File: config.mk
export PLATFORM = sky130hd
export DESIGN_NAME = software_timer_bank_unit
export DESIGN_NICKNAME = d
export VERILOG_FILES = /design/src/rtl/stb_pkg.sv /design/src/rtl/stb_sequencer.sv /design/src/rtl/stb_datapath.sv /design/src/rtl/software_timer_bank_unit.sv
export SDC_FILE = /design/constraint.sdc
export NUM_CORES = 1
export LEC_CHECK = 0
export ABC_AREA = 1
export BUFFER_PORTS_ARGS = -buffer_cell sky130_fd_sc_hd__buf_2
export CORE_MARGIN = 8
export CORE_UTILIZATION = 35
export CTS_CLUSTER_DIAMETER = 150
export DETAILED_ROUTE_END_ITERATION = 7
export SYNTH_ARGS = -nofsm -noshare
export SYNTH_HDL_FRONTEND = slang
export SYNTH_SLANG_ARGS = --single-unit
File: constraint.sdc
create_clock -name i_clk -period 10.5 [get_ports i_clk]
set_clock_uncertainty 0.15 [all_clocks]
set_input_delay 1.575 -clock i_clk [delete_from_list [all_inputs] [get_ports i_clk]]
set_output_delay 1.575 -clock i_clk [all_outputs]
set_load 0.02 [all_outputs]
File: src/rtl/stb_pkg.sv
// ----------------------------------------------------------------------------
// stb_pkg
// Shared sizes, opcodes and the control store of the software timer bank.
// ----------------------------------------------------------------------------
package stb_pkg;

    localparam int TIMER_COUNT = 8;
    localparam int ID_W        = (TIMER_COUNT > 1) ? $clog2(TIMER_COUNT) : 1;
    localparam int OP_W        = 4;
    localparam int SLOT_W      = 8;
    localparam int TIME_W      = 32;
    localparam int STEP_W      = 4;
    localparam int ACT_W       = 3;
    localparam int CND_W       = 3;

    // opcodes
    localparam logic [OP_W-1:0] OP_CREATE_ONESHOT = 4'd0;
    localparam logic [OP_W-1:0] OP_CREATE_REPEAT  = 4'd1;
    localparam logic [OP_W-1:0] OP_START          = 4'd2;
    localparam logic [OP_W-1:0] OP_STOP           = 4'd3;
    localparam logic [OP_W-1:0] OP_RESTART        = 4'd4;
    localparam logic [OP_W-1:0] OP_SET_PERIOD     = 4'd5;
    localparam logic [OP_W-1:0] OP_KILL           = 4'd6;
    localparam logic [OP_W-1:0] OP_QUERY          = 4'd7;
    localparam logic [OP_W-1:0] OP_TICK           = 4'd8;

    // datapath actions
    localparam logic [ACT_W-1:0] ACT_NOP        = 3'd0;
    localparam logic [ACT_W-1:0] ACT_CMD        = 3'd1;
    localparam logic [ACT_W-1:0] ACT_TICK_SLOT  = 3'd2;
    localparam logic [ACT_W-1:0] ACT_CLOSE      = 3'd3;
    localparam logic [ACT_W-1:0] ACT_CREATE_TRY = 3'd4;
    localparam logic [ACT_W-1:0] ACT_INC        = 3'd5;
    localparam logic [ACT_W-1:0] ACT_ERROR      = 3'd6;

    // jump conditions
    localparam logic [CND_W-1:0] CND_NEVER    = 3'd0;
    localparam logic [CND_W-1:0] CND_ALWAYS   = 3'd1;
    localparam logic [CND_W-1:0] CND_NO_START = 3'd2;
    localparam logic [CND_W-1:0] CND_TICK     = 3'd3;
    localparam logic [CND_W-1:0] CND_CREATE   = 3'd4;
    localparam logic [CND_W-1:0] CND_FREE     = 3'd5;
    localparam logic [CND_W-1:0] CND_MORE     = 3'd6;

    // program steps
    localparam logic [STEP_W-1:0] ST_IDLE        = 4'd0;
    localparam logic [STEP_W-1:0] ST_DEC_TICK    = 4'd1;
    localparam logic [STEP_W-1:0] ST_DEC_CREATE  = 4'd2;
    localparam logic [STEP_W-1:0] ST_CMD         = 4'd3;
    localparam logic [STEP_W-1:0] ST_TICK_SCAN   = 4'd4;
    localparam logic [STEP_W-1:0] ST_TICK_CLOSE  = 4'd5;
    localparam logic [STEP_W-1:0] ST_CREATE_TRY  = 4'd6;
    localparam logic [STEP_W-1:0] ST_CREATE_NEXT = 4'd7;
    localparam logic [STEP_W-1:0] ST_CREATE_FAIL = 4'd8;

    typedef struct packed {
        logic [ACT_W-1:0]  act;
        logic [CND_W-1:0]  cond;
        logic [STEP_W-1:0] target;
    } t_ctrl;

    typedef struct packed {
        logic op_tick;
        logic op_create;
        logic slot_free;
        logic ptr_last;
    } t_dp_status;

    // control store: taken condition jumps to target, else falls through
    function automatic t_ctrl rom_word(input logic [STEP_W-1:0] step);
        t_ctrl w;
        unique case (step)
            ST_IDLE:        w = '{ACT_NOP,        CND_NO_START, ST_IDLE};
            ST_DEC_TICK:    w = '{ACT_NOP,        CND_TICK,     ST_TICK_SCAN};
            ST_DEC_CREATE:  w = '{ACT_NOP,        CND_CREATE,   ST_CREATE_TRY};
            ST_CMD:         w = '{ACT_CMD,        CND_ALWAYS,   ST_IDLE};
            ST_TICK_SCAN:   w = '{ACT_TICK_SLOT,  CND_MORE,     ST_TICK_SCAN};
            ST_TICK_CLOSE:  w = '{ACT_CLOSE,      CND_ALWAYS,   ST_IDLE};
            ST_CREATE_TRY:  w = '{ACT_CREATE_TRY, CND_FREE,     ST_IDLE};
            ST_CREATE_NEXT: w = '{ACT_INC,        CND_MORE,     ST_CREATE_TRY};
            ST_CREATE_FAIL: w = '{ACT_ERROR,      CND_ALWAYS,   ST_IDLE};
            default:        w = '{ACT_NOP,        CND_ALWAYS,   ST_IDLE};
        endcase
        return w;
    endfunction

endpackage

File: src/rtl/stb_sequencer.sv
// ----------------------------------------------------------------------------
// stb_sequencer
// Step counter over the control store with conditional jumps.
// ----------------------------------------------------------------------------
module stb_sequencer (
    input  logic               i_clk,
    input  logic               i_rst_n,
    input  logic               i_start,
    input  stb_pkg::t_dp_status i_status,
    output stb_pkg::t_ctrl     o_ctrl,
    output logic               o_busy
);

    logic [stb_pkg::STEP_W-1:0] r_step;
    logic [stb_pkg::STEP_W-1:0] n_step;
    stb_pkg::t_ctrl             w_ctrl;
    logic                       w_taken;

    assign w_ctrl = stb_pkg::rom_word(r_step);

    always_comb begin
        unique case (w_ctrl.cond)
            stb_pkg::CND_NEVER:    w_taken = 1'b0;
            stb_pkg::CND_ALWAYS:   w_taken = 1'b1;
            stb_pkg::CND_NO_START: w_taken = !i_start;
            stb_pkg::CND_TICK:     w_taken = i_status.op_tick;
            stb_pkg::CND_CREATE:   w_taken = i_status.op_create;
            stb_pkg::CND_FREE:     w_taken = i_status.slot_free;
            stb_pkg::CND_MORE:     w_taken = !i_status.ptr_last;
            default:               w_taken = 1'b1;
        endcase
        n_step = w_taken ? w_ctrl.target : r_step + stb_pkg::STEP_W'(1);
    end

    always_ff @(posedge i_clk) begin
        if (!i_rst_n) begin
            r_step <= stb_pkg::ST_IDLE;
        end else begin
            r_step <= n_step;
        end
    end

    assign o_ctrl = w_ctrl;
    assign o_busy = (r_step != stb_pkg::ST_IDLE);

endmodule

File: src/rtl/stb_datapath.sv
// ----------------------------------------------------------------------------
// stb_datapath
// Slot table, latched command beat, scan pointer and result registers.
// ----------------------------------------------------------------------------
module stb_datapath (
    input  logic                        i_clk,
    input  logic                        i_rst_n,
    input  logic                        i_accept,
    input  logic [stb_pkg::ACT_W-1:0]   i_act,
    input  logic [stb_pkg::OP_W-1:0]    i_opcode,
    input  logic [stb_pkg::SLOT_W-1:0]  i_timer_id,
    input  logic [stb_pkg::TIME_W-1:0]  i_period_ms,
    input  logic [stb_pkg::TIME_W-1:0]  i_now_ms,
    input  logic                        i_notify_enable,
    output stb_pkg::t_dp_status         o_status_bus,
    output logic                        o_result_valid,
    output logic                        o_status,
    output logic [stb_pkg::SLOT_W-1:0]  o_slot_id,
    output logic                        o_is_running,
    output logic                        o_fired,
    output logic                        o_last
);

    localparam int N = stb_pkg::TIMER_COUNT;

    logic [N-1:0]                r_used, r_running, r_repeat, r_notify;
    logic [N-1:0]                n_used, n_running, n_repeat, n_notify;
    logic [stb_pkg::TIME_W-1:0]  r_period [N];
    logic [stb_pkg::TIME_W-1:0]  n_period [N];
    logic [stb_pkg::TIME_W-1:0]  r_start_t [N];
    logic [stb_pkg::TIME_W-1:0]  n_start_t [N];

    logic [stb_pkg::OP_W-1:0]    r_op;
    logic [stb_pkg::SLOT_W-1:0]  r_id;
    logic [stb_pkg::TIME_W-1:0]  r_per_in, r_now;
    logic                        r_ntf_in;
    logic [stb_pkg::ID_W-1:0]    r_ptr, n_ptr;

    logic                        r_rv, n_rv, r_st, n_st, r_run_o, n_run_o;
    logic                        r_fire_o, n_fire_o, r_last_o, n_last_o;
    logic [stb_pkg::SLOT_W-1:0]  r_slot_o, n_slot_o;

    logic                        w_id_ok, w_valid, w_hit;
    logic [stb_pkg::ID_W-1:0]    w_idx;
    logic [stb_pkg::TIME_W-1:0]  w_elapsed;

    assign w_id_ok   = (r_id < stb_pkg::SLOT_W'(N));
    assign w_idx     = r_id[stb_pkg::ID_W-1:0];
    assign w_valid   = w_id_ok && r_used[w_idx];
    // elapsed time wraps modulo 2^32
    assign w_elapsed = r_now - r_start_t[r_ptr];
    assign w_hit     = r_used[r_ptr] && r_running[r_ptr] && (w_elapsed >= r_period[r_ptr]);

    assign o_status_bus.op_tick   = (r_op == stb_pkg::OP_TICK);
    assign o_status_bus.op_create = (r_op == stb_pkg::OP_CREATE_ONESHOT) ||
                                    (r_op == stb_pkg::OP_CREATE_REPEAT);
    assign o_status_bus.slot_free = !r_used[r_ptr];
    assign o_status_bus.ptr_last  = (r_ptr == stb_pkg::ID_W'(N - 1));

    always_comb begin
        n_used    = r_used;
        n_running = r_running;
        n_repeat  = r_repeat;
        n_notify  = r_notify;
        n_period  = r_period;
        n_start_t = r_start_t;
        n_ptr     = r_ptr;
        n_rv      = 1'b0;
        n_st      = 1'b0;
        n_slot_o  = '0;
        n_run_o   = 1'b0;
        n_fire_o  = 1'b0;
        n_last_o  = 1'b0;
        if (i_accept) begin
            n_ptr = '0;
        end
        case (i_act)
            stb_pkg::ACT_CMD: begin
                n_rv     = 1'b1;
                n_last_o = 1'b1;
                n_st     = !w_valid;
                case (r_op)
                    stb_pkg::OP_START: begin
                        if (w_valid && !r_running[w_idx]) begin
                            n_running[w_idx] = 1'b1;
                            n_start_t[w_idx] = r_now;
                        end
                    end
                    stb_pkg::OP_STOP: begin
                        if (w_valid) n_running[w_idx] = 1'b0;
                    end
                    stb_pkg::OP_RESTART: begin
                        if (w_valid) begin
                            n_running[w_idx] = 1'b1;
                            n_start_t[w_idx] = r_now;
                        end
                    end
                    stb_pkg::OP_SET_PERIOD: begin
                        if (w_valid) n_period[w_idx] = r_per_in;
                    end
                    stb_pkg::OP_KILL: begin
                        // unused slots may be killed too
                        n_st = !w_id_ok;
                        if (w_id_ok) begin
                            n_used[w_idx]    = 1'b0;
                            n_running[w_idx] = 1'b0;
                        end
                    end
                    stb_pkg::OP_QUERY: begin
                        n_run_o = w_valid && r_running[w_idx];
                    end
                    default: n_st = 1'b1;
                endcase
            end
            stb_pkg::ACT_TICK_SLOT: begin
                if (w_hit) begin
                    if (r_repeat[r_ptr]) n_start_t[r_ptr] = r_now;
                    else                 n_running[r_ptr] = 1'b0;
                    if (r_notify[r_ptr]) begin
                        n_rv     = 1'b1;
                        n_fire_o = 1'b1;
                        n_slot_o = stb_pkg::SLOT_W'(r_ptr);
                    end
                end
                n_ptr = r_ptr + stb_pkg::ID_W'(1);
            end
            stb_pkg::ACT_CLOSE: begin
                n_rv     = 1'b1;
                n_last_o = 1'b1;
            end
            stb_pkg::ACT_CREATE_TRY: begin
                if (!r_used[r_ptr]) begin
                    n_used[r_ptr]    = 1'b1;
                    n_running[r_ptr] = 1'b0;
                    n_repeat[r_ptr]  = (r_op == stb_pkg::OP_CREATE_REPEAT);
                    n_notify[r_ptr]  = r_ntf_in;
                    n_period[r_ptr]  = r_per_in;
                    n_start_t[r_ptr] = '0;
                    n_rv             = 1'b1;
                    n_last_o         = 1'b1;
                    n_slot_o         = stb_pkg::SLOT_W'(r_ptr);
                end
            end
            stb_pkg::ACT_INC: n_ptr = r_ptr + stb_pkg::ID_W'(1);
            stb_pkg::ACT_ERROR: begin
                n_rv     = 1'b1;
                n_st     = 1'b1;
                n_last_o = 1'b1;
            end
            default: ;
        endcase
    end

    always_ff @(posedge i_clk) begin
        if (!i_rst_n) begin
            r_used    <= '0;
            r_running <= '0;
            r_repeat  <= '0;
            r_notify  <= '0;
            r_ptr     <= '0;
            r_rv      <= 1'b0;
        end else begin
            r_used    <= n_used;
            r_running <= n_running;
            r_repeat  <= n_repeat;
            r_notify  <= n_notify;
            r_ptr     <= n_ptr;
            r_rv      <= n_rv;
        end
    end

    always_ff @(posedge i_clk) begin
        r_period  <= n_period;
        r_start_t <= n_start_t;
        r_st      <= n_st;
        r_slot_o  <= n_slot_o;
        r_run_o   <= n_run_o;
        r_fire_o  <= n_fire_o;
        r_last_o  <= n_last_o;
        if (i_accept) begin
            r_op     <= i_opcode;
            r_id     <= i_timer_id;
            r_per_in <= i_period_ms;
            r_now    <= i_now_ms;
            r_ntf_in <= i_notify_enable;
        end
    end

    assign o_result_valid = r_rv;
    assign o_status       = r_st;
    assign o_slot_id      = r_slot_o;
    assign o_is_running   = r_run_o;
    assign o_fired        = r_fire_o;
    assign o_last         = r_last_o;

endmodule

File: src/rtl/software_timer_bank_unit.sv
// ----------------------------------------------------------------------------
// software_timer_bank_unit
// Bank of software timers driven by one opcode beat at a time.
// ----------------------------------------------------------------------------
// A command beat is taken when i_start is high and o_busy is low. Each result
// shows for one cycle with o_result_valid high and cannot be held off; the
// final result of a beat has o_last set. A slot command (start, stop,
// restart, set period, kill, query) passes the tick and create decode steps
// to the command step, whose result is registered. A create walks the slots
// in order, trying each and stepping past it while it is occupied, and ends
// on the first free slot or with an error result after the last. A tick
// visits every slot in one cycle each, giving fire reports as it goes, then
// closes. These steps come from the step program of the sequencer; o_busy
// drops on the cycle the final result shows; the next beat can be taken then.
module software_timer_bank_unit (
    input  logic                        i_clk,
    input  logic                        i_rst_n,
    input  logic                        i_start,
    input  logic [stb_pkg::OP_W-1:0]    i_opcode,
    input  logic [stb_pkg::SLOT_W-1:0]  i_timer_id,
    input  logic [stb_pkg::TIME_W-1:0]  i_period_ms,
    input  logic [stb_pkg::TIME_W-1:0]  i_now_ms,
    input  logic                        i_notify_enable,
    output logic                        o_busy,
    output logic                        o_result_valid,
    output logic                        o_status,
    output logic [stb_pkg::SLOT_W-1:0]  o_slot_id,
    output logic                        o_is_running,
    output logic                        o_fired,
    output logic                        o_last
);

    stb_pkg::t_ctrl      w_ctrl;
    stb_pkg::t_dp_status w_status;
    logic                w_accept;

    assign w_accept = i_start && !o_busy;

    stb_sequencer u_seq (
        .i_clk    (i_clk),
        .i_rst_n  (i_rst_n),
        .i_start  (i_start),
        .i_status (w_status),
        .o_ctrl   (w_ctrl),
        .o_busy   (o_busy)
    );

    stb_datapath u_dp (
        .i_clk           (i_clk),
        .i_rst_n         (i_rst_n),
        .i_accept        (w_accept),
        .i_act           (w_ctrl.act),
        .i_opcode        (i_opcode),
        .i_timer_id      (i_timer_id),
        .i_period_ms     (i_period_ms),
        .i_now_ms        (i_now_ms),
        .i_notify_enable (i_notify_enable),
        .o_status_bus    (w_status),
        .o_result_valid  (o_result_valid),
        .o_status        (o_status),
        .o_slot_id       (o_slot_id),
        .o_is_running    (o_is_running),
        .o_fired         (o_fired),
        .o_last          (o_last)
    );

`ifndef SYNTHESIS
    // a beat that is not the final one is always a fire report
    a_mid_is_fire: assert property (@(posedge i_clk) disable iff (!i_rst_n)
        o_result_valid && !o_last |-> o_fired)
        else $error("non-final result without fired");

    a_fire_clean: assert property (@(posedge i_clk) disable iff (!i_rst_n)
        o_result_valid && o_fired |-> !o_status && !o_is_running && !o_last)
        else $error("fire report with stray fields");

    // more results still to come keeps the bank busy
    a_mid_busy: assert property (@(posedge i_clk) disable iff (!i_rst_n)
        o_result_valid && !o_last |-> o_busy)
        else $error("idle while a beat is unfinished");

    a_accept_busy: assert property (@(posedge i_clk) disable iff (!i_rst_n)
        w_accept |=> o_busy)
        else $error("accepted beat did not start the program");
`endif

endmodule
==> results.toml <==
[status]
outcome = "finished clean"

[routing]
met3_length_um = 9890
drtAntennaViolNets = 0
dr.pass1.iters = 8
vias = 25600
wl_um = 106000
dr.max_layer_used = "met4"
wl_per_cell_um = 23.5
drt_iter0_markers = 3061
drc = 0
wl_met1_um = 43500
routed_via_density = 5.70
route.met2.wl_um = 48500

[hold_path]
hold_path.class = "register to register"

[flow_run]
maxCapViolCount = 0

[final_layout]
post-route-util_pct = 39.7
area_growth_pct = 13.1
nNetsFinal = 3399
drive_gt1_share_pct = 10.3
diodes = 0
fin_cells = 4489

[global_routing]
first_global_vias = 24600
grtUsageTotal_pct = 19.8
grt-ovfl-total = 0
grt_max_degree = 124
grt_antenna_before_repair = 0
grt_pass1_wl_um = 157000

[pwr]
comb_power_share_pct = 34.3
swShare_pct = 38.3
powerDensity_mw_per_mm2 = 254
p_int_mw = 5.68
pwr-share-clk_pct = 27.8
pwr-share-seq_pct = 38.0
power_leakage_nw = 13.8
switchingPower_mw = 3.53
ir_drop_mv = 0.149

[clock_network]
cts_resized = 0
cts_tree = "yes"
insertion_delay_ns = 0.63
cts_sinks = 644
h-tree-depth = 3
clkSlewWorstSetupHoldPaths_ns = 0.06
max-clock-path-buffers = 3
clockRootBuffer = "clkbuf_16"
hold_buffers = 0
cts_buffers = 74
postCtsSetupRepairBufs = 0

[worst_setup_path]
end_kind = "register"
critPathMaxStageDelay_ns = 0.87
critical_path_class = "register to register"
cp_top_family = "simple AND/OR/NAND/NOR gates"
worstPathArrival_ns = 8.79
required_ns = 10.65
cp_max_fo = 25
critical_path_buf_inv_count = 6
cp_slowest_cell = "nor2_4"
start_kind = "register"

[floorplanning]
ios = 94
start_util_pct = 35.1
die_h_um = 318
core_sq_mm = 0.0911
std_cell_rows = 111
dieWidth_um = 318
die_area_sq_mm = 0.101

[timing]
min_period_ns = 8.64
finalCritPeriodShare_pct = 82.3
rsz0062_at_grt = "no"
slew_viol_final = 0
hold_violations = 0
final-setup-viol-count = 0
max_freq_mhz = 116
max_slew_margin_pct = 14.4
worstMarginPinSlew_ns = 1.28
whs_ns = 0.312
finalSetupTns_ns = 0

[yosys]
synth_warnings = 0
async_flop_share_pct = 0
ys.flop_type = "edfxtp_1"
synth_top_area_share_pct = 55.3
netlist_area_sq_mm = 0.0320
yosys.area.top_type = "edfxtp_1"
synth-edff-count = 589
ys_seq_area_share_pct = 58.7
synth.area.top_cells = "edfxtp_1 55%, nand2_1 5.0%, nor2_1 5.0%"
syn_inst = 3207
synthDistinctLibCells = 57
syn-mean-instance-area_sq_um = 9.98
yosys_register_bits = 644

[placement]
dpl.hpwl_um = 65200
gp_congestion = 0.891
numPortBuffers = 88
dp_cells = 4356
-- per-layer routing --
layer / global-route usage, % / up-vias
met5: 0 / -
met4: 8.12 / 0
met3: 3.85 / 234
met2: 31.9 / 1436
met1: 26.2 / 12400
li1: - / 11500
-- cells in the mapped netlist, drive strengths merged, types with 65 or more instances --
library cell and instances:
buf 75, nand2 439, o22ai 132, a21oi 104, clkbuf 116, o21ai 259, ha 72, edfxtp 589
nand3 184, nor2 430, a22oi 66, inv 332, a221oi 65
-- worst min-delay path, stage by stage (launching register included) --
cell	delay, ns
dfxtp_1	0.30
inv_1	0.06
a21oi_1	0.06
-- final timing paths --
check	from	to	slack [ns]	depth (start not counted)
worst max-delay path	u_dp.r_ptr[1]	u_dp.r_start_t[58]	1.86	32
worst min-delay path	u_dp.r_repeat[0]	u_dp.r_repeat[0]	0.31	2
worst max register to register	u_dp.r_ptr[1]	u_dp.r_start_t[58]	1.86	32
worst min register to register	u_dp.r_repeat[0]	u_dp.r_repeat[0]	0.31	2
-- stage by stage --
stage	total power, mW	setup WS [ns]	instance area [sq um]
after floorplan	5.57	4.16	32000
after global placement	6.61	2.22	33800
after detailed placement	6.63	2.03	33800
after CTS	9.18	2.01	36200
after global routing	9.64	1.51	36200
final	9.21	1.86	36200
-- cell type report --
type                       count  area [sq um]
fill                        8977         54900
sequential                   644         18800
multi-input combinational   2029         11400
clock buffer                  89          1930
tap                         1186          1480
inverter                     347          1310
timing repair buffer         150           906
clock inverter                44           423
-- power by group through the flow --
stage	sequential, mW	clock (mW)	combinational, mW
global placement	3.53	0	3.08
global route	3.52	2.67	3.44
floorplan	3.46	0	2.11
detailed placement	3.53	0	3.10
finish	3.50	2.56	3.15
CTS	3.49	2.59	3.11
-- registers in the layout, indices dropped and copies added (netlist names), 3 cells and up, named ones only --
name            count
u_seq.o_ctrl        8
u_dp.r_repeat       8
u_dp.r_period     256
u_dp.o_slot_id      3
u_seq.r_step        4
u_dp.r_per_in      32
u_dp.r_ptr          3
u_dp.r_id           8
u_dp.r_op           4
u_dp.r_used         8
u_dp.r_start_t    256
u_dp.r_now         32
u_dp.r_notify       8
-- placed cells by master (no fill, tap or decap), types with 8 or more instances in the layout --
master       n
o22ai_1    132
clkbuf_1    13
a22oi_1     66
nand2_2     12
buf_4       62
nor2_4      20
nand2_1    421
edfxtp_1   589
xor2_1      20
a221oi_1    65
a21oi_1     97
o2111ai_1   14
clkinv_1    26
o21bai_1     8
nand4_1     64
nand3_2      8
clkbuf_16   74
dfxtp_1     55
a22o_1      27
inv_2       13
inv_1      318
o21ai_0    249
o32ai_1     24
clkinv_2    15
mux2i_1     25
ha_1        72
nor3_1      23
nor2_1     407
xnor2_1     10
nand3_1    175
buf_2       88
-- kinds of logic (layout without fill, tap and decap cells) --
logic type      after synthesis  count (layout)  synth area share, %
compound gates              741             741                 14.6
xor+xnor                     30              30                0.821
fa+ha+maj                    73              73                 2.88
buf+inv                     538             630                 6.69
flops                       644             644                 58.7
mux                          25              25                0.782
other cells                   1               5               0.0117
simple gates               1155            1155                 15.5
Note: power is estimated with default switching activity, not from simulation.
